<file path="config.mk">
export PLATFORM = sky130hd
export DESIGN_NAME = frame_buffer_swap_chain_unit
export DESIGN_NICKNAME = d
export VERILOG_FILES = /design/src/sv/fbsc_pkg.sv /design/src/sv/frame_buffer_swap_chain_unit.sv
export SDC_FILE = /design/constraint.sdc
export NUM_CORES = 2
export LEC_CHECK = 0
export BUFFER_PORTS_ARGS = -buffer_cell sky130_fd_sc_hd__buf_4
export CAP_MARGIN = 20
export CORE_UTILIZATION = 50
export DETAILED_ROUTE_END_ITERATION = 6
export PLACE_DENSITY_LB_ADDON = 0.05
export REMOVE_ABC_BUFFERS = 1
export SETUP_SLACK_MARGIN = 0.3
export SLEW_MARGIN = 20
export SYNTH_ARGS = -nofsm -noshare
export SYNTH_HDL_FRONTEND = slang
export SYNTH_SLANG_ARGS = --single-unit
</file>
<file path="constraint.sdc">
create_clock -name clk -period 4.8 [get_ports clk]
set_input_delay 0.96 -clock clk [delete_from_list [all_inputs] [get_ports clk]]
set_output_delay 0.96 -clock clk [all_outputs]
set_load 0.02 [all_outputs]
</file>
<file path="src/sv/fbsc_pkg.sv">
// Shared types and constants for the frame buffer swap chain.
`default_nettype none
package fbsc_pkg;

  localparam int IDX_W   = 5;
  localparam int CNT_W   = 6;
  localparam int STAMP_W = 32;
  localparam int CFG_AW  = 3;
  localparam int CFG_DW  = 32;

  localparam logic [CNT_W-1:0] BUFFER_COUNT_RESET = 6'd32;

  // Word index of the ring size register
  localparam logic REG_BUFFER_COUNT = 1'b0;

  typedef enum logic [1:0] {
    OP_ACQUIRE = 2'd0,
    OP_SUBMIT  = 2'd1,
    OP_VBLANK  = 2'd2
  } op_t;

  typedef enum logic [1:0] {
    ST_OK        = 2'd0,
    ST_NONE_FREE = 2'd1,
    ST_BAD_INDEX = 2'd2
  } status_t;

  // Next buffer in a ring of n buffers; wraps to zero at or past the end.
  function automatic logic [CNT_W-1:0] ring_after(input logic [CNT_W-1:0] idx,
                                                  input logic [CNT_W-1:0] n);
    logic [CNT_W-1:0] inc;
    inc = idx + 1'b1;
    return (inc >= n) ? '0 : inc;
  endfunction

endpackage
`default_nettype wire

</file>
<file path="src/sv/frame_buffer_swap_chain_unit.sv">
// Frame buffer swap chain: acquire, submit and vertical blank over a ring of buffers.
//
// One item is taken at a time. An acquire walks the ring one buffer per cycle with a
// single free-test unit, then passes to the output state; a submit reads the stamp
// window entry at acceptance, then does the span subtract and write-back; a vertical
// blank updates the showing buffer, and an unused operation goes straight to output.
// The result is loaded into the output register at the edge that returns the unit to
// idle, so in_tready rises together with out_tvalid; the register holds the result until
// taken while the next item runs, and that item waits in its last cycle while it is full.
// The stamp window has a valid bit per entry, so it needs no clearing pass after reset.
`default_nettype none
module frame_buffer_swap_chain_unit
  import fbsc_pkg::*;
#(
  parameter int MAX_BUFFERS   = 32,
  parameter int WINDOW_FRAMES = 32
) (
  input  wire logic              clk,
  input  wire logic              rst_n,
  // input items
  input  wire logic              in_tvalid,
  output logic                   in_tready,
  input  wire logic [39:0]       in_tdata,   // buffer_index[4:0], timestamp[36:5], zero pad
  input  wire logic [1:0]        in_tuser,   // operation[1:0]
  // result items
  output logic                   out_tvalid,
  input  wire logic              out_tready,
  output logic [47:0]            out_tdata,  // granted_index[4:0], showing_index[9:5],
                                             // window_ticks[41:10], zero pad
  output logic [1:0]             out_tuser,  // status[1:0]
  // configuration
  input  wire logic              cfg_psel,
  input  wire logic              cfg_penable,
  input  wire logic              cfg_pwrite,
  input  wire logic [CFG_AW-1:0] cfg_paddr,
  input  wire logic [CFG_DW-1:0] cfg_pwdata,
  output logic [CFG_DW-1:0]      cfg_prdata,
  output logic                   cfg_pready
);

  localparam int BI_W = (MAX_BUFFERS > 1) ? $clog2(MAX_BUFFERS) : 1;
  localparam int SL_W = $clog2(WINDOW_FRAMES);
  localparam logic [SL_W-1:0] SLOT_LAST = SL_W'(WINDOW_FRAMES - 1);

  typedef enum logic [2:0] {
    S_IDLE,
    S_SEARCH,
    S_SUBMIT,
    S_VBLANK,
    S_OUT
  } state_t;

  state_t                   state_r, state_nxt;
  logic [CNT_W-1:0]         buffer_count_r, buffer_count_nxt;
  logic [IDX_W-1:0]         showing_r, showing_nxt;
  logic [MAX_BUFFERS-1:0]   locked_r, locked_nxt;
  logic [MAX_BUFFERS-1:0]   ready_r, ready_nxt;
  logic [WINDOW_FRAMES-1:0] valid_r, valid_nxt;
  logic [SL_W-1:0]          slot_r, slot_nxt;
  logic [STAMP_W-1:0]       span_r, span_nxt;
  logic [IDX_W-1:0]         cand_r, cand_nxt;
  logic [CNT_W-1:0]         steps_r, steps_nxt;
  logic [IDX_W-1:0]         idx_r, idx_nxt;
  logic [STAMP_W-1:0]       stamp_r, stamp_nxt;
  status_t                  status_r, status_nxt;
  logic [IDX_W-1:0]         granted_r, granted_nxt;
  logic                     out_valid_r, out_valid_nxt;
  status_t                  out_status_r, out_status_nxt;
  logic [IDX_W-1:0]         out_granted_r, out_granted_nxt;
  logic [IDX_W-1:0]         out_showing_r, out_showing_nxt;
  logic [STAMP_W-1:0]       out_span_r, out_span_nxt;

  logic [STAMP_W-1:0]       stamp_mem [WINDOW_FRAMES];
  logic [STAMP_W-1:0]       rd_data_r;
  logic                     mem_we;

  logic [CNT_W-1:0]         ring_n;
  logic                     in_acc;
  logic                     cfg_wr;
  logic                     cand_busy;
  logic [CNT_W-1:0]         cand_after;
  logic [CNT_W-1:0]         show_after;
  logic [CNT_W-1:0]         steps_inc;

  assign in_acc = in_tvalid && in_tready;
  assign cfg_wr = cfg_psel && cfg_penable && cfg_pwrite && cfg_pready;

  always_comb begin
    if (buffer_count_r == '0) begin
      ring_n = CNT_W'(1);
    end else if (buffer_count_r > CNT_W'(MAX_BUFFERS)) begin
      ring_n = CNT_W'(MAX_BUFFERS);
    end else begin
      ring_n = buffer_count_r;
    end
  end

  assign cand_busy  = locked_r[cand_r[BI_W-1:0]] || ready_r[cand_r[BI_W-1:0]];
  assign cand_after = ring_after({1'b0, cand_r}, ring_n);
  assign show_after = ring_after({1'b0, showing_r}, ring_n);
  assign steps_inc  = steps_r + 1'b1;

  always_comb begin
    state_nxt        = state_r;
    buffer_count_nxt = buffer_count_r;
    showing_nxt      = showing_r;
    locked_nxt       = locked_r;
    ready_nxt        = ready_r;
    valid_nxt        = valid_r;
    slot_nxt         = slot_r;
    span_nxt         = span_r;
    cand_nxt         = cand_r;
    steps_nxt        = steps_r;
    idx_nxt          = idx_r;
    stamp_nxt        = stamp_r;
    status_nxt       = status_r;
    granted_nxt      = granted_r;
    out_valid_nxt    = out_valid_r;
    out_status_nxt   = out_status_r;
    out_granted_nxt  = out_granted_r;
    out_showing_nxt  = out_showing_r;
    out_span_nxt     = out_span_r;
    mem_we           = 1'b0;

    if (cfg_wr && cfg_paddr[2] == REG_BUFFER_COUNT) begin
      buffer_count_nxt = cfg_pwdata[CNT_W-1:0];
    end

    if (out_valid_r && out_tready) begin
      out_valid_nxt = 1'b0;
    end

    case (state_r)
      S_IDLE: begin
        if (in_acc) begin
          idx_nxt     = in_tdata[4:0];
          stamp_nxt   = in_tdata[36:5];
          status_nxt  = ST_OK;
          granted_nxt = '0;
          cand_nxt    = show_after[IDX_W-1:0];
          steps_nxt   = '0;
          case (in_tuser)
            OP_ACQUIRE: state_nxt = S_SEARCH;
            OP_SUBMIT:  state_nxt = S_SUBMIT;
            OP_VBLANK:  state_nxt = S_VBLANK;
            default:    state_nxt = S_OUT;
          endcase
        end
      end
      S_SEARCH: begin
        if (!cand_busy) begin
          locked_nxt[cand_r[BI_W-1:0]] = 1'b1;
          granted_nxt = cand_r;
          status_nxt  = ST_OK;
          state_nxt   = S_OUT;
        end else if (steps_inc >= ring_n || cand_after[IDX_W-1:0] == showing_r) begin
          status_nxt = ST_NONE_FREE;
          state_nxt  = S_OUT;
        end else begin
          steps_nxt = steps_inc;
          cand_nxt  = cand_after[IDX_W-1:0];
        end
      end
      S_SUBMIT: begin
        if ({1'b0, idx_r} >= ring_n) begin
          status_nxt = ST_BAD_INDEX;
        end else begin
          locked_nxt[idx_r[BI_W-1:0]] = 1'b0;
          ready_nxt[idx_r[BI_W-1:0]]  = 1'b1;
          if (valid_r[slot_r]) begin
            span_nxt = stamp_r - rd_data_r;
          end
          mem_we            = 1'b1;
          valid_nxt[slot_r] = 1'b1;
          slot_nxt          = (slot_r == SLOT_LAST) ? '0 : slot_r + 1'b1;
        end
        state_nxt = S_OUT;
      end
      S_VBLANK: begin
        if (ready_r[show_after[BI_W-1:0]]) begin
          showing_nxt                     = show_after[IDX_W-1:0];
          ready_nxt[show_after[BI_W-1:0]] = 1'b0;
        end
        state_nxt = S_OUT;
      end
      S_OUT: begin
        if (!out_valid_r || out_tready) begin
          out_valid_nxt   = 1'b1;
          out_status_nxt  = status_r;
          out_granted_nxt = granted_r;
          out_showing_nxt = showing_r;
          out_span_nxt    = span_r;
          state_nxt       = S_IDLE;
        end
      end
      default: state_nxt = S_IDLE;
    endcase
  end

  always_ff @(posedge clk) begin
    if (!rst_n) begin
      state_r        <= S_IDLE;
      buffer_count_r <= BUFFER_COUNT_RESET;
      showing_r      <= '0;
      locked_r       <= '0;
      ready_r        <= '0;
      valid_r        <= '0;
      slot_r         <= '0;
      span_r         <= '0;
      out_valid_r    <= 1'b0;
    end else begin
      state_r        <= state_nxt;
      buffer_count_r <= buffer_count_nxt;
      showing_r      <= showing_nxt;
      locked_r       <= locked_nxt;
      ready_r        <= ready_nxt;
      valid_r        <= valid_nxt;
      slot_r         <= slot_nxt;
      span_r         <= span_nxt;
      out_valid_r    <= out_valid_nxt;
    end
    cand_r        <= cand_nxt;
    steps_r       <= steps_nxt;
    idx_r         <= idx_nxt;
    stamp_r       <= stamp_nxt;
    status_r      <= status_nxt;
    granted_r     <= granted_nxt;
    out_status_r  <= out_status_nxt;
    out_granted_r <= out_granted_nxt;
    out_showing_r <= out_showing_nxt;
    out_span_r    <= out_span_nxt;
  end

  always_ff @(posedge clk) begin
    if (mem_we) begin
      stamp_mem[slot_r] <= stamp_r;
    end
    rd_data_r <= stamp_mem[slot_r];
  end

  assign in_tready  = (state_r == S_IDLE);
  assign out_tvalid = out_valid_r;
  assign out_tuser  = out_status_r;
  assign out_tdata  = {6'b0, out_span_r, out_showing_r, out_granted_r};
  assign cfg_pready = 1'b1;
  assign cfg_prdata = (cfg_paddr[2] == REG_BUFFER_COUNT) ?
                      {{(CFG_DW - CNT_W){1'b0}}, buffer_count_r} : '0;

  a_masks_disjoint: assert property (@(posedge clk) disable iff (!rst_n)
    (locked_r & ready_r) == '0)
    else $error("buffer both locked and ready");

  a_showing_in_ring: assert property (@(posedge clk) disable iff (!rst_n)
    showing_r < IDX_W'(MAX_BUFFERS - 1) || showing_r == IDX_W'(MAX_BUFFERS - 1))
    else $error("showing index beyond ring");

  a_grant_locks: assert property (@(posedge clk) disable iff (!rst_n)
    (state_r == S_SEARCH && !cand_busy) |=>
      (state_r == S_OUT && status_r == ST_OK && locked_r[$past(cand_r[BI_W-1:0])]))
    else $error("free buffer found but not granted");

  a_result_from_out: assert property (@(posedge clk) disable iff (!rst_n)
    $rose(out_valid_r) |-> $past(state_r == S_OUT))
    else $error("result loaded outside output state");

endmodule
`default_nettype wire

</file>
==> results by group <==
Final layout
  • Layout cells sized above 1: 23.9%
  • Area delta synth->final: 14.7%
  • Multi-input logic area: 0.0135 mm^2
  • Final-stage net count: 3281
  • Fill cells: 7715
  • Fin area: 0.0591 mm^2
  • FF/Latch Area: 0.0373 mm^2
  • Diodes inserted: 0
  • Util after Layout: 57.9%
  • Commonest non-fill, non-tap cell in the layout: edfxtp_1
  • Commonest cells after routing, fill and taps aside: 1123 x edfxtp_1, 265 x mux4_2, 236 x buf_4, 178 x dfxtp_1, 140 x clkbuf_16

Job
  • MaxCap Viol Count: 0

Synthesis
  • Synth Flop Type: edfxtp_1
  • Post-synth top area cell: edfxtp_1
  • Syn_area_per_cell: 17.8 um^2
  • Syn Inst Count: 2890
  • Synth async-reset ratio: 0%
  • Top post-synthesis cells by area: edfxtp_1 65%, mux4_2 12%, dfxtp_1 7.0%
  • Mapped cell area: 0.0515 mm^2
  • Synthesized flop and latch total: 1303
  • Synth warn: 0
  • Synth unique cells: 79
  • Post-synth EDFFs: 1123
  • Yosys top cell area share: 65.4%
  • Sequential fraction of the synthesis area: 72.4%

Detailed routing
  • 1st-iter DRT viols: 3039
  • Antenna Nets Post-Route: 0
  • Via count: 28500
  • Remaining DRCs: 0
  • Total Wirelength: 138000 um
  • DR WL/cell: 29.9 um
  • TritonRoute pass-1 iters: 5
  • Post-DR vias/cell: 6.19

Setup path
  • Crit. End Element: flop
  • Critical path class: flop to flop
  • Worst Path Required: 5.44 ns
  • Crit path max-delay family: compound AO/OA/AOI/OAI gates
  • Crit path DAT: 4.85 ns
  • Worst path max stage delay: 0.51 ns
  • Worst path cell trace: ha_1 -> nand3_1 -> xor2_1 -> inv_1 -> ha_1 -> a21o_1 -> a21oi_1 -> o21a_4 -> o21ai_1 -> o2111ai_1 -> o2111ai_2 -> o31a_1 -> a221oi_1
  • Worst Path Max Fanout: 22
  • CP max stage cell: o31a_1
  • Critical Path Start Type: flop
  • CP bufs+invs: 1
  • Most used cell, CP: ha_1

Floorplanning
  • Core area: 0.102 mm^2
  • Die Wd: 323 um
  • I/O Pins: 169
  • # rows: 117
  • Initial Util: 50.5%
  • Die Ht: 323 um
  • Die area: 0.104 mm^2

Global route
  • First-pass GRT wire length: 198000 um
  • Pin count of the biggest net entering global routing: 140
  • GRT Overall Usage: 26.8%
  • Remaining Overflow, GRT: 0
  • Initial antenna violation count: 0
  • Vias in the first global route: 28800

STA
  • PnR worst setup slack: 0.596 ns
  • Min cycle time layout: 4.20 ns
  • Max Fclk: 0.238 GHz
  • Unrepaired setup endpoints after global routing: false
  • Worst-margin pin slew: 1.12 ns
  • Max Slew Vio Count: 0
  • Final setup viols: 0
  • Setup TNS: 0 ns
  • Slew margin rel.: 25.3%
  • Final period utilization: 87.6%
  • Setup Skew: 0.0307 ns
  • Final hold vios: 0

Clocking
  • Sinks on Clock Net: 1303
  • Clock Tree Buf Depth: 3
  • Cts bufs inserted: 138
  • CTS tree: yes
  • Clk pin slew, worst setup/hold paths: 0.06 ns
  • Skew-Pair Late Insertion Delay: 0.76 ns
  • Post-CTS setup buffers: 0
  • Clock root buffer master: clkbuf_16
  • H-tree Lvls: 4

Run status
  • Status: completed

Pwr
  • Worst vdd ir: 0.299 mV
  • Sw Share: 22.0%
  • Cell Pwr Density: 407 mW/mm^2
  • Clk pwr share: 42.2%
  • Leakage power: 19.3 nW
  • Int Power: 0.0188 W
  • Seq pwr share: 52.3%
  • Switching power: 0.00528 W
  • Combinational Power Share: 5.5%

Place
  • DPL Wire Length: 82200 um
  • Gpl congestion: 0.902
  • Pre-CTS WS: 0.513 ns
  • Area after DPL: 0.0547 mm^2
  • Number of port buffers: 104

Worst hold path
  • Hold WC Path Type: input pin to flop
sequential cells by signal, summed over array words and instances, names as in the netlist, 5 cells and up:
signal          count
slot_r              5
locked_r           32
rd_data_r          32
idx_r               5
stamp_r            32
showing_r           5
stamp_mem        1024
out_granted_r       5
steps_r             6
granted_r           5
out_showing_r       5
span_r             32
ready_r            32
out_span_r         32
cand_r              5
buffer_count_r      6
valid_r            32
routing by layer:
layer,part of all wire (%),vias up,track usage (%)
met2,48,1100,42.2
met3,6.7,209,4.70
met4,2.4,0,7.99
met1,43,15100,38.4
met5,0,-,0
li1,-,12200,-
through the flow:
| stage | power (W) | hold slack, ns | cells |
|---|---|---|---|
| after floorplan | 0.0138 | 0.400 | 2738 |
| after global placement | 0.0141 | 0.404 | 4350 |
| after detailed placement | 0.0141 | 0.412 | 4351 |
| after CTS | 0.0242 | 0.333 | 4599 |
| after global routing | 0.0248 | 0.347 | 4604 |
| final | 0.0240 | 0.379 | 4604 |
Yosys cell counts, types with 5 or more instances:
library cell     n
a211oi_1        27
a21o_1          19
a21oi_1         83
a221oi_1         7
a22oi_1        129
a311oi_1         7
a31oi_1         32
a32oi_1         13
a41oi_1          6
and2_1           9
and3_1          21
buf_1           12
buf_2           31
buf_4           36
clkbuf_1       102
dfxtp_1        180
edfxtp_1      1123
ha_1            68
inv_1           68
mux2_2           6
mux2i_1         29
mux4_2         265
nand2_1         66
nand2b_1         9
nand3_1         39
nand3b_1         9
nand4_1         37
nor2_1         145
nor2b_1         12
nor3_1          42
nor4_1           5
o21a_1          40
o21ai_0         67
o21ai_1          5
o22ai_1         12
o31ai_1          5
or3_1            6
xnor2_1         28
xor2_1          13
logic make-up (layout without fill, tap and decap cells):
family | count (synthesis) | count (layout) | share of synthesized area, %
xor gates and xnor gates | 42 | 42 | 0.728
adders and majority gates | 69 | 69 | 1.69
and+or+nand+nor | 429 | 429 | 4.16
muxes | 300 | 300 | 12.3
other | 2 | 33 | 0.0146
AOI/OAI and AO/OA | 492 | 492 | 6.51
DFF | 1303 | 1303 | 72.4
buffers and inverters | 253 | 568 | 2.21
final cells by class:
| type | instances | area share (%) |
|---|---|---|
| Clock inverter | 64 | 1.02 |
| Timing Repair Buffer | 250 | 3.43 |
| Tap cell | 1368 | 2.90 |
| Inverter | 70 | 0.447 |
| Multi-Input combinational cell | 1365 | 22.8 |
| Clock buffer | 184 | 6.22 |
| Sequential cell | 1303 | 63.2 |
path summary, 6_finish.rpt:
| kind | start | end | slack (ns) | cells after the start |
|---|---|---|---|---|
| setup / recovery | showing_r[1] | ready_r[10] | 0.60 | 13 |
| hold reg to reg | status_r[1] | out_tuser[1] | 0.40 | 0 |
| setup reg to reg | showing_r[1] | ready_r[10] | 0.60 | 13 |
| hold / removal | in_tdata[25] | stamp_r[20] | 0.38 | 1 |
what timing repair did:
item,CTS,global route
hold endpoints to repair,0,0
hold buffers,0,0
setup endpoints to repair,0,10
resized for setup,0,1
power by group through the flow:
stage	registers [W]	logic, W	clock network [W]
after floorplan	0.0129	0.000818	0
after global placement	0.0128	0.00127	0
after detailed placement	0.0128	0.00129	0
after CTS	0.0126	0.00129	0.0103
after global routing	0.0126	0.00142	0.0108
final	0.0126	0.00131	0.0101
No activity file was read; power rests on OpenSTA's default activity.
